### src/design/plf_pkg.sv
package plf_pkg;

    localparam int MAX_LIMIT   = 311;
    localparam int TABLE_DEPTH = 64;
    localparam int DATA_W      = 9;
    localparam int IDX_W       = $clog2(TABLE_DEPTH);
    localparam int CNT_W       = IDX_W + 1;
    localparam int DIV_STEPS   = DATA_W;
    localparam int STEP_W      = $clog2(DIV_STEPS + 1);
    localparam int SQ_W        = 2 * DATA_W;

    typedef logic [DATA_W-1:0] value_t;
    typedef logic [IDX_W-1:0]  idx_t;
    typedef logic [CNT_W-1:0]  cnt_t;

    typedef enum logic [2:0] {
        ST_IDLE,
        ST_CHECK,
        ST_READ,
        ST_TEST,
        ST_DIV,
        ST_FOUND,
        ST_FINAL
    } state_t;

    typedef struct packed {
        logic   start;
        value_t dividend;
        value_t divisor;
    } div_req_t;

    typedef struct packed {
        logic done;
        logic zero;
    } div_rsp_t;

endpackage

### src/design/plf_if.sv
interface plf_req_if
    import plf_pkg::*;
();
    logic   valid;
    logic   ready;
    value_t limit;

    modport source (output valid, output limit, input ready);
    modport sink (input valid, input limit, output ready);
endinterface

interface plf_rsp_if
    import plf_pkg::*;
();
    logic   valid;
    logic   ready;
    value_t prime;
    logic   last;
    logic   invalid;

    modport source (output valid, output prime, output last, output invalid, input ready);
    modport sink (input valid, input prime, input last, input invalid, output ready);
endinterface

### src/design/prime_list_by_found_primes_top.sv
// Prime list generator, trial division by the primes already found.
// req channel: one transaction carries a limit N (values above 311 are
//   clamped). ready is high only while no request is in progress.
// rsp channel: every prime p with 2 <= p <= N in ascending order, one per
//   transaction; the final one has last set. A limit of 0 or 1 gives a
//   single transaction with prime = 0, last = 1, invalid = 1.
// Search: each odd candidate is checked against the stored primes p with
//   p*p <= candidate. A trial is a table read, a square test and then the
//   serial remainder unit, which runs until it raises its done flag.
//   Results leave through one output register; a new prime is held back
//   until the previous one is taken, so a stalled receiver stalls the
//   search. The next request is accepted while the last result waits.
// Reset: clears the control state and the output valid; the prime table
//   needs no clearing since each request rewrites it before reading.
module prime_list_by_found_primes_top
    import plf_pkg::*;
(
    input  logic     clk,
    input  logic     rst_n,
    plf_req_if.sink  req,
    plf_rsp_if.source rsp
);

    state_t   state_reg, state_next;
    value_t   n_reg, n_next;
    value_t   cand_reg, cand_next;
    cnt_t     count_reg, count_next;
    idx_t     k_reg, k_next;
    value_t   pend_reg, pend_next;
    logic     pend_inv_reg, pend_inv_next;
    logic     out_valid_reg, out_valid_next;
    value_t   out_prime_reg, out_prime_next;
    logic     out_last_reg, out_last_next;
    logic     out_inv_reg, out_inv_next;

    value_t   mem [TABLE_DEPTH];
    value_t   rd_data_reg;
    logic     wr_en;
    idx_t     wr_addr;
    value_t   wr_data;

    div_req_t div_req;
    div_rsp_t div_rsp;

    logic     accept;
    logic     out_free;
    value_t   limit_clamped;
    logic [SQ_W-1:0] sq;
    logic     sq_above;
    logic     k_at_end;
    logic     more;

    assign accept        = req.valid && req.ready;
    assign out_free      = !out_valid_reg || rsp.ready;
    assign limit_clamped = (req.limit > value_t'(MAX_LIMIT)) ? value_t'(MAX_LIMIT) : req.limit;
    assign sq            = rd_data_reg * rd_data_reg;
    assign sq_above      = sq > SQ_W'(cand_reg);
    assign k_at_end      = (CNT_W'(k_reg) + CNT_W'(1)) == count_reg;
    assign more          = (cand_reg <= n_reg) && (count_reg < CNT_W'(TABLE_DEPTH));

    plf_rem u_rem (
        .clk   (clk),
        .rst_n (rst_n),
        .req   (div_req),
        .rsp   (div_rsp)
    );

    always_comb
    begin
        state_next = state_reg;
        unique case (state_reg)
            ST_IDLE:
            begin
                if (accept)
                begin
                    state_next = (limit_clamped < value_t'(2)) ? ST_FINAL : ST_CHECK;
                end
            end
            ST_CHECK:
            begin
                state_next = more ? ST_READ : ST_FINAL;
            end
            ST_READ:
            begin
                state_next = ST_TEST;
            end
            ST_TEST:
            begin
                state_next = sq_above ? ST_FOUND : ST_DIV;
            end
            ST_DIV:
            begin
                if (div_rsp.done)
                begin
                    priority if (div_rsp.zero)
                    begin
                        state_next = ST_CHECK;
                    end
                    else if (k_at_end)
                    begin
                        state_next = ST_FOUND;
                    end
                    else
                    begin
                        state_next = ST_READ;
                    end
                end
            end
            ST_FOUND:
            begin
                if (out_free)
                begin
                    state_next = ST_CHECK;
                end
            end
            ST_FINAL:
            begin
                if (out_free)
                begin
                    state_next = ST_IDLE;
                end
            end
            default:
            begin
                state_next = ST_IDLE;
            end
        endcase
    end

    always_comb
    begin
        n_next         = n_reg;
        cand_next      = cand_reg;
        count_next     = count_reg;
        k_next         = k_reg;
        pend_next      = pend_reg;
        pend_inv_next  = pend_inv_reg;
        out_valid_next = out_valid_reg && !rsp.ready;
        out_prime_next = out_prime_reg;
        out_last_next  = out_last_reg;
        out_inv_next   = out_inv_reg;
        wr_en          = 1'b0;
        wr_addr        = '0;
        wr_data        = value_t'(2);
        div_req        = '{start: 1'b0, dividend: cand_reg, divisor: rd_data_reg};
        unique case (state_reg)
            ST_IDLE:
            begin
                if (accept)
                begin
                    n_next     = limit_clamped;
                    cand_next  = value_t'(3);
                    if (limit_clamped < value_t'(2))
                    begin
                        count_next    = '0;
                        pend_next     = '0;
                        pend_inv_next = 1'b1;
                    end
                    else
                    begin
                        wr_en         = 1'b1;
                        count_next    = CNT_W'(1);
                        pend_next     = value_t'(2);
                        pend_inv_next = 1'b0;
                    end
                end
            end
            ST_CHECK:
            begin
                k_next = '0;
            end
            ST_READ:
            begin
            end
            ST_TEST:
            begin
                div_req.start = !sq_above;
            end
            ST_DIV:
            begin
                if (div_rsp.done)
                begin
                    if (div_rsp.zero)
                    begin
                        cand_next = cand_reg + value_t'(2);
                    end
                    else if (!k_at_end)
                    begin
                        k_next = k_reg + idx_t'(1);
                    end
                end
            end
            ST_FOUND:
            begin
                if (out_free)
                begin
                    wr_en          = 1'b1;
                    wr_addr        = count_reg[IDX_W-1:0];
                    wr_data        = cand_reg;
                    count_next     = count_reg + CNT_W'(1);
                    out_valid_next = 1'b1;
                    out_prime_next = pend_reg;
                    out_last_next  = 1'b0;
                    out_inv_next   = 1'b0;
                    pend_next      = cand_reg;
                    cand_next      = cand_reg + value_t'(2);
                end
            end
            ST_FINAL:
            begin
                if (out_free)
                begin
                    out_valid_next = 1'b1;
                    out_prime_next = pend_reg;
                    out_last_next  = 1'b1;
                    out_inv_next   = pend_inv_reg;
                end
            end
            default:
            begin
            end
        endcase
    end

    always_ff @(posedge clk or negedge rst_n)
    begin
        if (!rst_n)
        begin
            state_reg     <= ST_IDLE;
            count_reg     <= '0;
            cand_reg      <= value_t'(3);
            out_valid_reg <= 1'b0;
        end
        else
        begin
            state_reg     <= state_next;
            count_reg     <= count_next;
            cand_reg      <= cand_next;
            out_valid_reg <= out_valid_next;
        end
    end

    always_ff @(posedge clk)
    begin
        n_reg         <= n_next;
        k_reg         <= k_next;
        pend_reg      <= pend_next;
        pend_inv_reg  <= pend_inv_next;
        out_prime_reg <= out_prime_next;
        out_last_reg  <= out_last_next;
        out_inv_reg   <= out_inv_next;
    end

    always_ff @(posedge clk)
    begin
        if (wr_en)
        begin
            mem[wr_addr] <= wr_data;
        end
        rd_data_reg <= mem[k_reg];
    end

    assign req.ready   = (state_reg == ST_IDLE);
    assign rsp.valid   = out_valid_reg;
    assign rsp.prime   = out_prime_reg;
    assign rsp.last    = out_last_reg;
    assign rsp.invalid = out_inv_reg;

endmodule

### src/design/plf_rem.sv
module plf_rem
    import plf_pkg::*;
(
    input  logic     clk,
    input  logic     rst_n,
    input  div_req_t req,
    output div_rsp_t rsp
);

    logic                busy_reg, busy_next;
    logic                done_reg, done_next;
    logic [STEP_W-1:0]   step_reg, step_next;
    logic [DATA_W:0]     rem_reg, rem_next;
    value_t              dvd_reg, dvd_next;
    value_t              dvs_reg, dvs_next;
    logic [DATA_W:0]     trial;

    always_comb
    begin
        busy_next = busy_reg;
        done_next = 1'b0;
        step_next = step_reg;
        rem_next  = rem_reg;
        dvd_next  = dvd_reg;
        dvs_next  = dvs_reg;
        trial     = {rem_reg[DATA_W-1:0], dvd_reg[DATA_W-1]};
        if (req.start)
        begin
            busy_next = 1'b1;
            step_next = STEP_W'(DIV_STEPS);
            rem_next  = '0;
            dvd_next  = req.dividend;
            dvs_next  = req.divisor;
        end
        else if (busy_reg)
        begin
            if (trial >= {1'b0, dvs_reg})
            begin
                rem_next = trial - {1'b0, dvs_reg};
            end
            else
            begin
                rem_next = trial;
            end
            dvd_next  = {dvd_reg[DATA_W-2:0], 1'b0};
            step_next = step_reg - STEP_W'(1);
            if (step_reg == STEP_W'(1))
            begin
                busy_next = 1'b0;
                done_next = 1'b1;
            end
        end
    end

    always_ff @(posedge clk or negedge rst_n)
    begin
        if (!rst_n)
        begin
            busy_reg <= 1'b0;
            done_reg <= 1'b0;
            step_reg <= '0;
        end
        else
        begin
            busy_reg <= busy_next;
            done_reg <= done_next;
            step_reg <= step_next;
        end
    end

    always_ff @(posedge clk)
    begin
        rem_reg <= rem_next;
        dvd_reg <= dvd_next;
        dvs_reg <= dvs_next;
    end

    assign rsp.done = done_reg;
    assign rsp.zero = (rem_reg == '0);

endmodule
### src/flat_wrapper.sv
// flat-port wrapper written by rule: the top's interface ports become plain ports
module prime_list_by_found_primes_top_flat import plf_pkg::*;
  (clk, rst_n, req_valid, req_limit, req_ready, rsp_valid, rsp_prime, rsp_last, rsp_invalid, rsp_ready);
  plf_req_if req_i ();
  plf_rsp_if rsp_i ();
  input  logic clk;
  input  logic rst_n;
  input wire logic [$bits(req_i.valid)-1:0] req_valid;
  input wire logic [$bits(req_i.limit)-1:0] req_limit;
  output wire logic [$bits(req_i.ready)-1:0] req_ready;
  output wire logic [$bits(rsp_i.valid)-1:0] rsp_valid;
  output wire logic [$bits(rsp_i.prime)-1:0] rsp_prime;
  output wire logic [$bits(rsp_i.last)-1:0] rsp_last;
  output wire logic [$bits(rsp_i.invalid)-1:0] rsp_invalid;
  input wire logic [$bits(rsp_i.ready)-1:0] rsp_ready;
  assign req_i.valid = req_valid;
  assign req_i.limit = req_limit;
  assign req_ready = req_i.ready;
  assign rsp_valid = rsp_i.valid;
  assign rsp_prime = rsp_i.prime;
  assign rsp_last = rsp_i.last;
  assign rsp_invalid = rsp_i.invalid;
  assign rsp_i.ready = rsp_ready;
  prime_list_by_found_primes_top u_core (.clk(clk), .rst_n(rst_n), .req(req_i), .rsp(rsp_i));
endmodule
### config.mk
export PLATFORM = sky130hd
export DESIGN_NAME = prime_list_by_found_primes_top_flat
export DESIGN_NICKNAME = d
export VERILOG_FILES = /design/src/design/plf_pkg.sv /design/src/design/plf_if.sv /design/src/design/prime_list_by_found_primes_top.sv /design/src/design/plf_rem.sv /design/src/flat_wrapper.sv
export SDC_FILE = /design/constraint.sdc
export NUM_CORES = 1
export LEC_CHECK = 0
export ABC_AREA = 0
export BUFFER_PORTS_ARGS = -buffer_cell sky130_fd_sc_hd__buf_4
export CAP_MARGIN = 20
export CORE_AREA = 2 2 316 318
export CTS_BUF_LIST = sky130_fd_sc_hd__clkbuf_8
export CTS_CLUSTER_DIAMETER = 40
export DETAILED_ROUTE_END_ITERATION = 6
export DIE_AREA = 0 0 318 320
export SLEW_MARGIN = 0
export SYNTH_ARGS = -nofsm -noshare
export SYNTH_HDL_FRONTEND = slang
export SYNTH_SLANG_ARGS = --single-unit
### constraint.sdc
create_clock -name clk -period 6.6 [get_ports clk]
set_input_delay 1.32 -clock clk [delete_from_list [all_inputs] [get_ports clk]]
set_output_delay 1.32 -clock clk [all_outputs]
set_load 0.05 [all_outputs]
After elaboration in Yosys (flattened, before gate mapping)
Memories as Yosys holds them, arrays and structs flattened. A register that Yosys moved wholly into a read port is not among the register bits.
Index checks and enable logic that the tools add are counted.
{"block": "word_totals", "regBits": 90, "ramBits": 576, "word_cells": 126, "memories": 1}
{"block": "op_classes", "n_addsub": 6, "multipliers": 1, "magnitude_cmp": 6, "n_eq_ne": 15, "n_mux": 58, "reduce_logical": 22}
{"memory": "u_core.mem", "depth": 64, "width": 9, "rd": 1, "rd_ports_with_merged_regs": 1, "write_ports": 1, "line_no": "prime_list_by_found_primes_top.sv:36", "source": "value_t mem [TABLE_DEPTH];"}
{"operator": "9-bit 2-to-1 mux", "count": 11}
{"operator": "6-bit 2-to-1 mux", "count": 5}
{"operator": "9-bit case mux with 3 select lines", "count": 1}
{"operator": "3-bit 2-to-1 mux", "count": 8}
{"operator": "3-bit case mux with 7 select lines", "count": 1}
{"operator": "1-bit 2-to-1 mux", "count": 20}
{"operator": "18-bit by 9-bit > comparator with 1-bit output", "count": 1}
{"operator": "9-bit by 9-bit multiplier with 18-bit output", "count": 1}
{"operator": "9-bit case mux with 2 select lines", "count": 1}
{"operator": "7-bit 2-to-1 mux", "count": 2}
{"operator": "7-bit case mux with 2 select lines", "count": 1}
{"operator": "6-bit case mux with 2 select lines", "count": 1}
{"operator": "10-bit by 9-bit greater-or-equal comparator with 1-bit output", "count": 1}
{"operator": "10-bit logical NOT", "count": 1}
{"operator": "10-bit 2-to-1 mux", "count": 1}
{"operator": "10-bit by 9-bit subtractor with 10-bit output", "count": 1}
{"operator": "9-bit by 2-bit adder with 9-bit output, second input constant", "count": 1}
{"operator": "3-bit equality test, second input constant", "count": 3}
{"operator": "9-bit > comparator, second input constant", "count": 1}
{"operator": "9-bit <= comparator", "count": 1}
{"operator": "9-bit by 2-bit < comparator with 1-bit output, second input constant", "count": 1}
{"operator": "4-bit 2-to-1 mux", "count": 2}
{"operator": "2-bit inequality test, second input constant", "count": 4}
{"operator": "4-bit AND reduction", "count": 2}
{"operator": "other kinds (22)", "count": 36}

Longest topological paths before layout
Gate-level depths: netlist of the first run.
{"block": "logic_depth", "word_depth": 8, "ltp_mapped": 26, "depth_no_buf": 24}

Hierarchy
From an unflattened synthesis of the first run, not the netlist that was laid out.
{"block": "hier_totals", "hier_cells": 1682, "area_unflattened_um2": 29533.3}
{"module": "prime_list_by_found_primes_top", "n_inst": 1, "cells_each": 1503, "area_per_inst_um2": 27655.3}
{"module": "plf_rem", "n_inst": 1, "cells_each": 179, "area_per_inst_um2": 1878.1}

Least setup slack after synthesis of the first run
No wires, ideal clock.
{"block": "synth_path", "kind": "register to register", "startpoint": "reg u_core.rd_data_reg[6] (read register of u_core.mem)", "endpoint": "reg u_core.u_rem.dvd_reg[0] (enable)", "arrival_ns": 5.527, "required_time_ns": 6.260, "setup_slack_ns": 0.732, "stages_incl_launch_ff": 21, "path_cell_list": "dfxtp_1 -> clkbuf_1 -> inv_1 -> nor2_1 -> fa_1 -> fa_1 -> fa_1 -> inv_1 -> fa_1 -> inv_1 -> ha_1 -> buf_6 -> and2_4 -> or4_4 -> o21ai_2 -> o21ai_2 -> xor2_1 -> or4b_1 -> nand4b_4 -> buf_6 -> nand2b_1"}
{"block": "synth_between", "elab_chain_cells": 5}
{"element": "start: declaration", "line_no": "prime_list_by_found_primes_top.sv:37", "source": "value_t rd_data_reg;"}
{"element": "9-bit by 9-bit multiplier with 18-bit output", "line_no": "prime_list_by_found_primes_top.sv:56", "source": "assign sq = rd_data_reg * rd_data_reg;"}
{"element": "18-bit by 9-bit > comparator with 1-bit output", "line_no": "prime_list_by_found_primes_top.sv:57", "source": "assign sq_above = sq > SQ_W'(cand_reg);"}
{"element": "1-bit logical NOT", "line_no": "prime_list_by_found_primes_top.sv:177", "source": "div_req.start = !sq_above;"}
{"element": "1-bit 2-to-1 mux", "line_no": "prime_list_by_found_primes_top.sv:146", "source": "unique case (state_reg)"}
{"element": "2-bit nonzero test (no line)"}
{"element": "end signal: assignment", "line_no": "plf_rem.sv:74", "source": "dvd_reg <= dvd_next;"}
{"element": "end: declaration", "line_no": "plf_rem.sv:14", "source": "value_t dvd_reg, dvd_next;"}
Every way passes these cells.
A chain may end at the register's enable or synchronous reset.

Final worst setup path of the first run
{"block": "layout_path", "startpoint": "reg u_core.rd_data_reg[6] (read register of u_core.mem)", "endpoint": "reg u_core.u_rem.dvd_reg[6], data pin"}
{"block": "layout_between", "elab_chain_cells": 5}
{"element": "9-bit by 9-bit multiplier with 18-bit output", "line_no": "prime_list_by_found_primes_top.sv:56"}
{"element": "18-bit by 9-bit > comparator with 1-bit output", "line_no": "prime_list_by_found_primes_top.sv:57"}
{"element": "1-bit logical NOT", "line_no": "prime_list_by_found_primes_top.sv:177"}
{"element": "1-bit 2-to-1 mux", "line_no": "prime_list_by_found_primes_top.sv:146"}
{"element": "9-bit 2-to-1 mux", "line_no": "plf_rem.sv:27", "source": "if (req.start)"}
{"element": "net u_core.u_rem.dvd_next[6]", "line_no": "plf_rem.sv:14"}
The timed path passes the listed nets, and every way through them passes these cells.

==> results of run 1 <==
[routing by layer]
metal	up-vias	global-route usage
met5	-	0
met4	0	0.0470
met3	106	0.0277
met2	470	0.214
met1	7797	0.162
li1	6602	-
[power by group]
| group | total, mW | switching, mW | leakage (nW) | internal (mW) |
|---|---|---|---|---|
| Sequential | 5.14 | 0.252 | 5.95 | 4.88 |
| Clock | 3.61 | 1.65 | 1.21 | 1.96 |
| Combinational | 3.97 | 2.26 | 3.64 | 1.72 |
[path summary, 6_finish.rpt]
kind / endpoint / slack [ps]
setup reg to reg: u_core.u_rem.dvd_reg[6]$_DFFE_PP_ / 510
max in group asynchronous: u_core.cand_reg[1]$_DFFE_PN1P_ / 5760
hold / removal: u_core.rsp.prime[3]$_DFFE_PP_ / 420
min in group asynchronous: u_core.u_rem.step_reg[1]$_DFFE_PN0P_ / 530
setup / recovery: u_core.u_rem.dvd_reg[6]$_DFFE_PP_ / 510
hold reg to reg: u_core.rsp.prime[3]$_DFFE_PP_ / 420
[cells by family (layout without fill, tap and decap cells)]
logic type | count (synthesis) | in the layout
AO/OA/AOI/OAI | 114 | 114
adder cells (fa/ha/maj) | 98 | 98
flip-flops | 675 | 675
multiplexers | 204 | 204
other | 0 | 1
XOR/XNOR | 41 | 41
AND/OR/NAND/NOR | 329 | 329
buffers and inverters | 177 | 350
[area by class of cell]
class	instances	area, um2	area share
flip-flops and latches	675	20000	0.601
multi-input cells	786	8640	0.260
repair buffers	50	400	0.0121
well taps	1287	1610	0.0485
clock inverters	82	623	0.0188
diodes	1	2.50	0.0000754
clock buffers	114	1570	0.0473
inverters	104	390	0.0118
[placed cells by master, fill, tap and decap left out, drive strengths merged, types with 9 or more instances in the layout]
cell type,n
dfrtp,24
xnor2,22
nand2,50
xor2,19
nor3,15
nor2b,16
inv,136
and2,22
buf,50
dfxtp,19
mux4,189
clkinv,36
nand2b,11
clkbuf,114
ha,63
nor2,149
a211oi,11
bufinv,9
a21oi,36
fa,35
edfxtp,630
o21ai,23
nand3,27
[synthesized netlist by cell type, types with 15 or more instances]
library cell	instances	area (um2)
xnor2_1	22	193
mux4_2	189	4260
edfxtp_1	630	18900
nor2b_1	16	100
inv_1	104	390
nor3_1	15	75.1
clkbuf_1	50	188
nand2_1	50	188
fa_1	35	701
ha_1	63	788
nand3_1	27	135
a21oi_1	36	180
and2_1	20	125
dfxtp_1	19	380
nor2_1	149	559
dfrtp_1	24	601
buf_1	18	67.6
o21ai_0	19	95.1
xor2_1	19	166
[timing repair]
item | CTS | global route
setup endpoints to repair | 0 | 38
setup buffers | 0 | 6
resized for setup | 0 | 4
==> results.toml, run 1 <==
[clocking]
cts_buffers = 111
cts_tree = "done"
clock_sinks = 675
cts_buffer_depth = 3
clk_pin_slew_ps = 60
clock_latency_ps = 710
htree_num_levels = 3
cts_root_buffer = "clkbuf_8"
cts_hold_buf = 0

[sta]
finalClockSkew_ps = 47.6
fin_tns_setup_ps = 0
fmax_mhz = 164
relSlewSlack = 0.258
fin_hold_ws_ps = 416
worst_pin_slew_ps = 1110
fin_crit_sh = 0.923
min_period_ps = 6090
rsz0062_at_grt = "no"
setup_ws_ps = 506
hold_violations = 0
drv_slew = 0
setup_violations = 0

[global_routing]
grt-ovfl-total = 0
grt_start_max_net_pins = 148
grt_pass1_vias = 15700
antenna_found_initial = 0
track_usage = 0.128
grt_pass1_wl_um = 98100

[routing]
wl_met2_um = 32200
via_count = 15000
wirelength_um = 65200
drtPass1Iterations = 5
ant_nets = 0
drt-vias-per-instance = 4.83
highest_layer = "met4"
wl_met1_um = 27200
wl_per_cell_um = 21.0
drt_iter0_drc = 1317
wl_met3_um = 3960
drcViolationCount = 0

[die]
die-area_um2 = 102000
core_area_um2 = 98000
fp.dieW_um = 318
die_y_um = 320
placementRows = 115
initial_utilization = 0.298
ios = 26

[critical_path]
r2r_cells = 22
startpoint = "u_core.rd_data_reg[6]$_DFF_P_"
cp.depth = 22
cp_data_required_time_ps = 7050
slowest_stage = "fa_1"
crit_path_end_kind = "flip-flop"
r2r-start = "u_core.rd_data_reg[6]$_DFF_P_"
critPathBufInv = 5
cp_cell_sequence = "and2_1 > inv_1 > fa_1 > inv_1 > fa_1 > inv_1 > fa_1 > fa_1 > inv_1 > ha_1 > o21ai_0 > nor2_1 > nor2_1 > ha_1 > nor4_1 > o21ai_0 > a21oi_1 > o211ai_1 > or4b_1 > nand4b_4 > buf_4 > mux2_4"
cpLargestDelayFamily = "adder cells"
critical_path_peak_fanout = 10
worst-setup-path-type = "reg2reg"
critPathArrivalTime_ps = 6550
start_kind = "flip-flop"
slowest_delay_ps = 610

[job]
max_cap_viol_count = 0

[logic_synthesis]
synth-async-reset-ratio = 0.0385
synth_top_family_by_area = "multiplexers"
seq_area_frac_synth = 0.683
syn_area_um2 = 29200
synth_edf_count = 630
yosys_warnings = 0
syn-num-nets = 1749
yosys.area_share.simple = 0.0531
synthMuxAreaShare = 0.152
synth_seq_cells = 675
syn_inst = 1638
synth_xor_area_frac = 0.0123
synth_cell_type_count = 65
synth_compound_area_frac = 0.0254
yosys_most_used_dff = "edfxtp_1"
synth_adder_area_share = 0.0510
avgSynthCellArea_um2 = 17.8

[finish]
fin_cells = 3099
largest_reg_flops = 576
drive_gt1_frac = 0.230
fill_cells = 9246
stdcell_area_um2 = 33200
final_nets = 1839
utilization = 0.339
syn2layout_area_growth_pct = 13.7

[power]
peakVddDrop_mv = 0.305
p_per_area_nw_per_um2 = 383
power.total_mw = 12.7
p_leak_nw = 10.8

[hold_path]
hold_path_depth = 0
hold_start = "u_core.pend_reg[3]$_SDFFCE_PN0P_"
hold_class = "reg2reg"

[placement]
dp_hpwl_um = 40500
post_dp_cell_area_um2 = 30900
place.gp.congestion = 0.799
dp_slack_ps = 252
port_buffers = 25
post-place-cells = 2896

[status]
outcome = "completed"
No activity file was read; power rests on OpenSTA's default activity.
==> inputs of run 2 (changes only) <==
--- a/config.mk
+++ b/config.mk
@@ -5,14 +5,14 @@
 export SDC_FILE = /design/constraint.sdc
 export NUM_CORES = 1
 export LEC_CHECK = 0
-export ABC_AREA = 0
+export ABC_AREA = 1
 export BUFFER_PORTS_ARGS = -buffer_cell sky130_fd_sc_hd__buf_4
 export CAP_MARGIN = 20
-export CORE_AREA = 2 2 316 318
+export CORE_AREA = 2 2 321 323
 export CTS_BUF_LIST = sky130_fd_sc_hd__clkbuf_8
 export CTS_CLUSTER_DIAMETER = 40
 export DETAILED_ROUTE_END_ITERATION = 6
-export DIE_AREA = 0 0 318 320
+export DIE_AREA = 0 0 323 325
 export SLEW_MARGIN = 0
 export SYNTH_ARGS = -nofsm -noshare
 export SYNTH_HDL_FRONTEND = slang
==> results.toml, run 2 <==
[status]
outcome = "completed"

[job]
max_cap_viol_count = 0

[critical_path]
critPathBufInv = 5
start_kind = "flip-flop"
rrSetupSlack_ps = 860
cp_cell_sequence = "nand2_1 > fa_1 > inv_1 > fa_1 > inv_1 > fa_1 > fa_1 > inv_1 > ha_1 > nand2_1 > nand3_2 > xor2_1 > ha_1 > inv_1 > nand2_1 > nand2_1 > nor2_1 > nand3_1 > nor2_2 > nand4_4 > inv_2"
cp_data_required_time_ps = 6980
worst-setup-path-type = "reg2reg"
slowest_stage = "fa_1"
crit_path_end_kind = "flip-flop"
slowest_delay_ps = 620
cpLargestDelayFamily = "adder cells"
critPathArrivalTime_ps = 6120
critical_path_peak_fanout = 22

[global_routing]
track_usage = 0.148
grt_pass1_vias = 19600
antenna_found_initial = 1
grt-ovfl-total = 0
grt_pass1_wl_um = 119000
grt_start_max_net_pins = 183

[logic_synthesis]
synth-async-reset-ratio = 0.0385
synthMostInstantiatedCell = "edfxtp_1"
yosys.area.top_type = "edfxtp_1"
yosys_most_used_dff = "edfxtp_1"
syn_inst = 2651
yosys-top-cells-count = "edfxtp_1, nor2_1, o21ai_0"
yosys_warnings = 0
seq_area_frac_synth = 0.660
avgSynthCellArea_um2 = 11.4
synthTopCellsByArea = "edfxtp_1, nor2_1, o21ai_0"
synth_edf_count = 630
syn-num-nets = 2762
yosysTopAreaCellShare = 0.626
syn_area_um2 = 30200
synth_cell_type_count = 49
synth_seq_cells = 675

[die]
die_y_um = 325
die-area_um2 = 105000
placementRows = 117
core_area_um2 = 101000
ios = 26
initial_utilization = 0.298
fp.dieW_um = 323

[clocking]
cts_buffer_depth = 3
cts_hold_buf = 0
cts_buffers = 114
cts_root_buffer = "clkbuf_8"
htree_num_levels = 3
clk_pin_slew_ps = 70
cts_tree = "done"
ctsResizeCount = 0
clock_sinks = 675
cts_setup_buffers = 0
clock_latency_ps = 760

[sta]
worst_pin_slew_ps = 1080
relSlewSlack = 0.275
rsz0062_at_grt = "no"
fin_tns_setup_ps = 0
setup_violations = 0
drv_slew = 0
setup_ws_ps = 858
fmax_mhz = 174
min_period_ps = 5740
hold_violations = 0
finalClockSkew_ps = 52.8
fin_crit_sh = 0.870

[routing]
drt_iter0_drc = 2005
ant_nets = 0
drt-vias-per-instance = 4.93
wl_per_cell_um = 18.9
drcViolationCount = 0
drtPass1Iterations = 5
via_count = 20400
wirelength_um = 78200

[hold_path]
hold_class = "reg2reg"

[placement]
dp_hpwl_um = 45400
port_buffers = 25
dp_slack_ps = 825
post-place-cells = 3927
place.gp.congestion = 0.879
post_dp_cell_area_um2 = 31800

[finish]
stdcell_area_um2 = 33900
fill_cells = 10200
largest_reg_flops = 576
final_cell_mix = "edfxtp_1, nor2_1, o21ai_0"
num_antenna_cells = 0
syn2layout_area_growth_pct = 12.2
fin_cells = 4136
layout_commonest_cell = "edfxtp_1"
drive_gt1_frac = 0.0950
final_nets = 2786
## run 2: changes by cell type in the layout (fill, tap and decap cells not counted), sizes merged, moves of 111 or more
cell | previous run | this run
inv | 136 | 247
mux4 | 189 | 0
nand2 | 50 | 244
nor2 | 149 | 514
o21ai | 23 | 381
o22ai | 2 | 150
## run 2: through the flow
stage          utilization  hold WS (ps)
2_1_floorplan            -           400
6_report             0.335           379
3_5_place_dp         0.314           405
3_3_place_gp         0.314           404
5_1_grt              0.335           416
4_1_cts              0.335           390
## run 2: metal layers
metal  track usage  vias up  share of wire
met5             0        -              0
met2         0.231      749           0.46
li1              -     9457              -
met3        0.0270      163          0.069
met1         0.204    10000           0.44
met4        0.0562        0          0.034
## run 2: area by class of cell
type / instances / area, um2 / area share
sequential: 675 / 20000 / 0.588
tap: 1368 / 1710 / 0.0504
timing repair buffer: 52 / 415 / 0.0122
clock buffer: 114 / 1570 / 0.0462
clock inverter: 95 / 572 / 0.0168
inverter: 206 / 785 / 0.0231
multi-input combinational: 1626 / 8930 / 0.263
## run 2: kinds of logic after synthesis
kind of cell,synth area share
buf+inv,0.0473
simple gates,0.116
xor+xnor,0.00828
flops,0.660
compound gates,0.119
fa+ha+maj,0.0492
## run 2: worst paths after layout
kind / start / endpoint / cells after the start
worst max register to register: u_core.rd_data_reg[6]$_DFF_P_ / u_core.u_rem.dvs_reg[2]$_DFFE_PP_ / 21
min in group asynchronous: rst_n / u_core.cand_reg[3]$_DFFE_PN0P_ / 1
max in group asynchronous: rst_n / u_core.count_reg[3]$_DFFE_PN0P_ / 1
worst min-delay path: u_core.pend_reg[1]$_DFFE_PP_ / u_core.rsp.prime[1]$_DFFE_PP_ / 0
worst min register to register: u_core.pend_reg[1]$_DFFE_PP_ / u_core.rsp.prime[1]$_DFFE_PP_ / 0
worst max-delay path: u_core.rd_data_reg[6]$_DFF_P_ / u_core.u_rem.dvs_reg[2]$_DFFE_PP_ / 21
Power of run 2 is left out: the tool's default activity adds up to more than one toggle a clock period on the data nets, which glitch-free logic cannot reach.
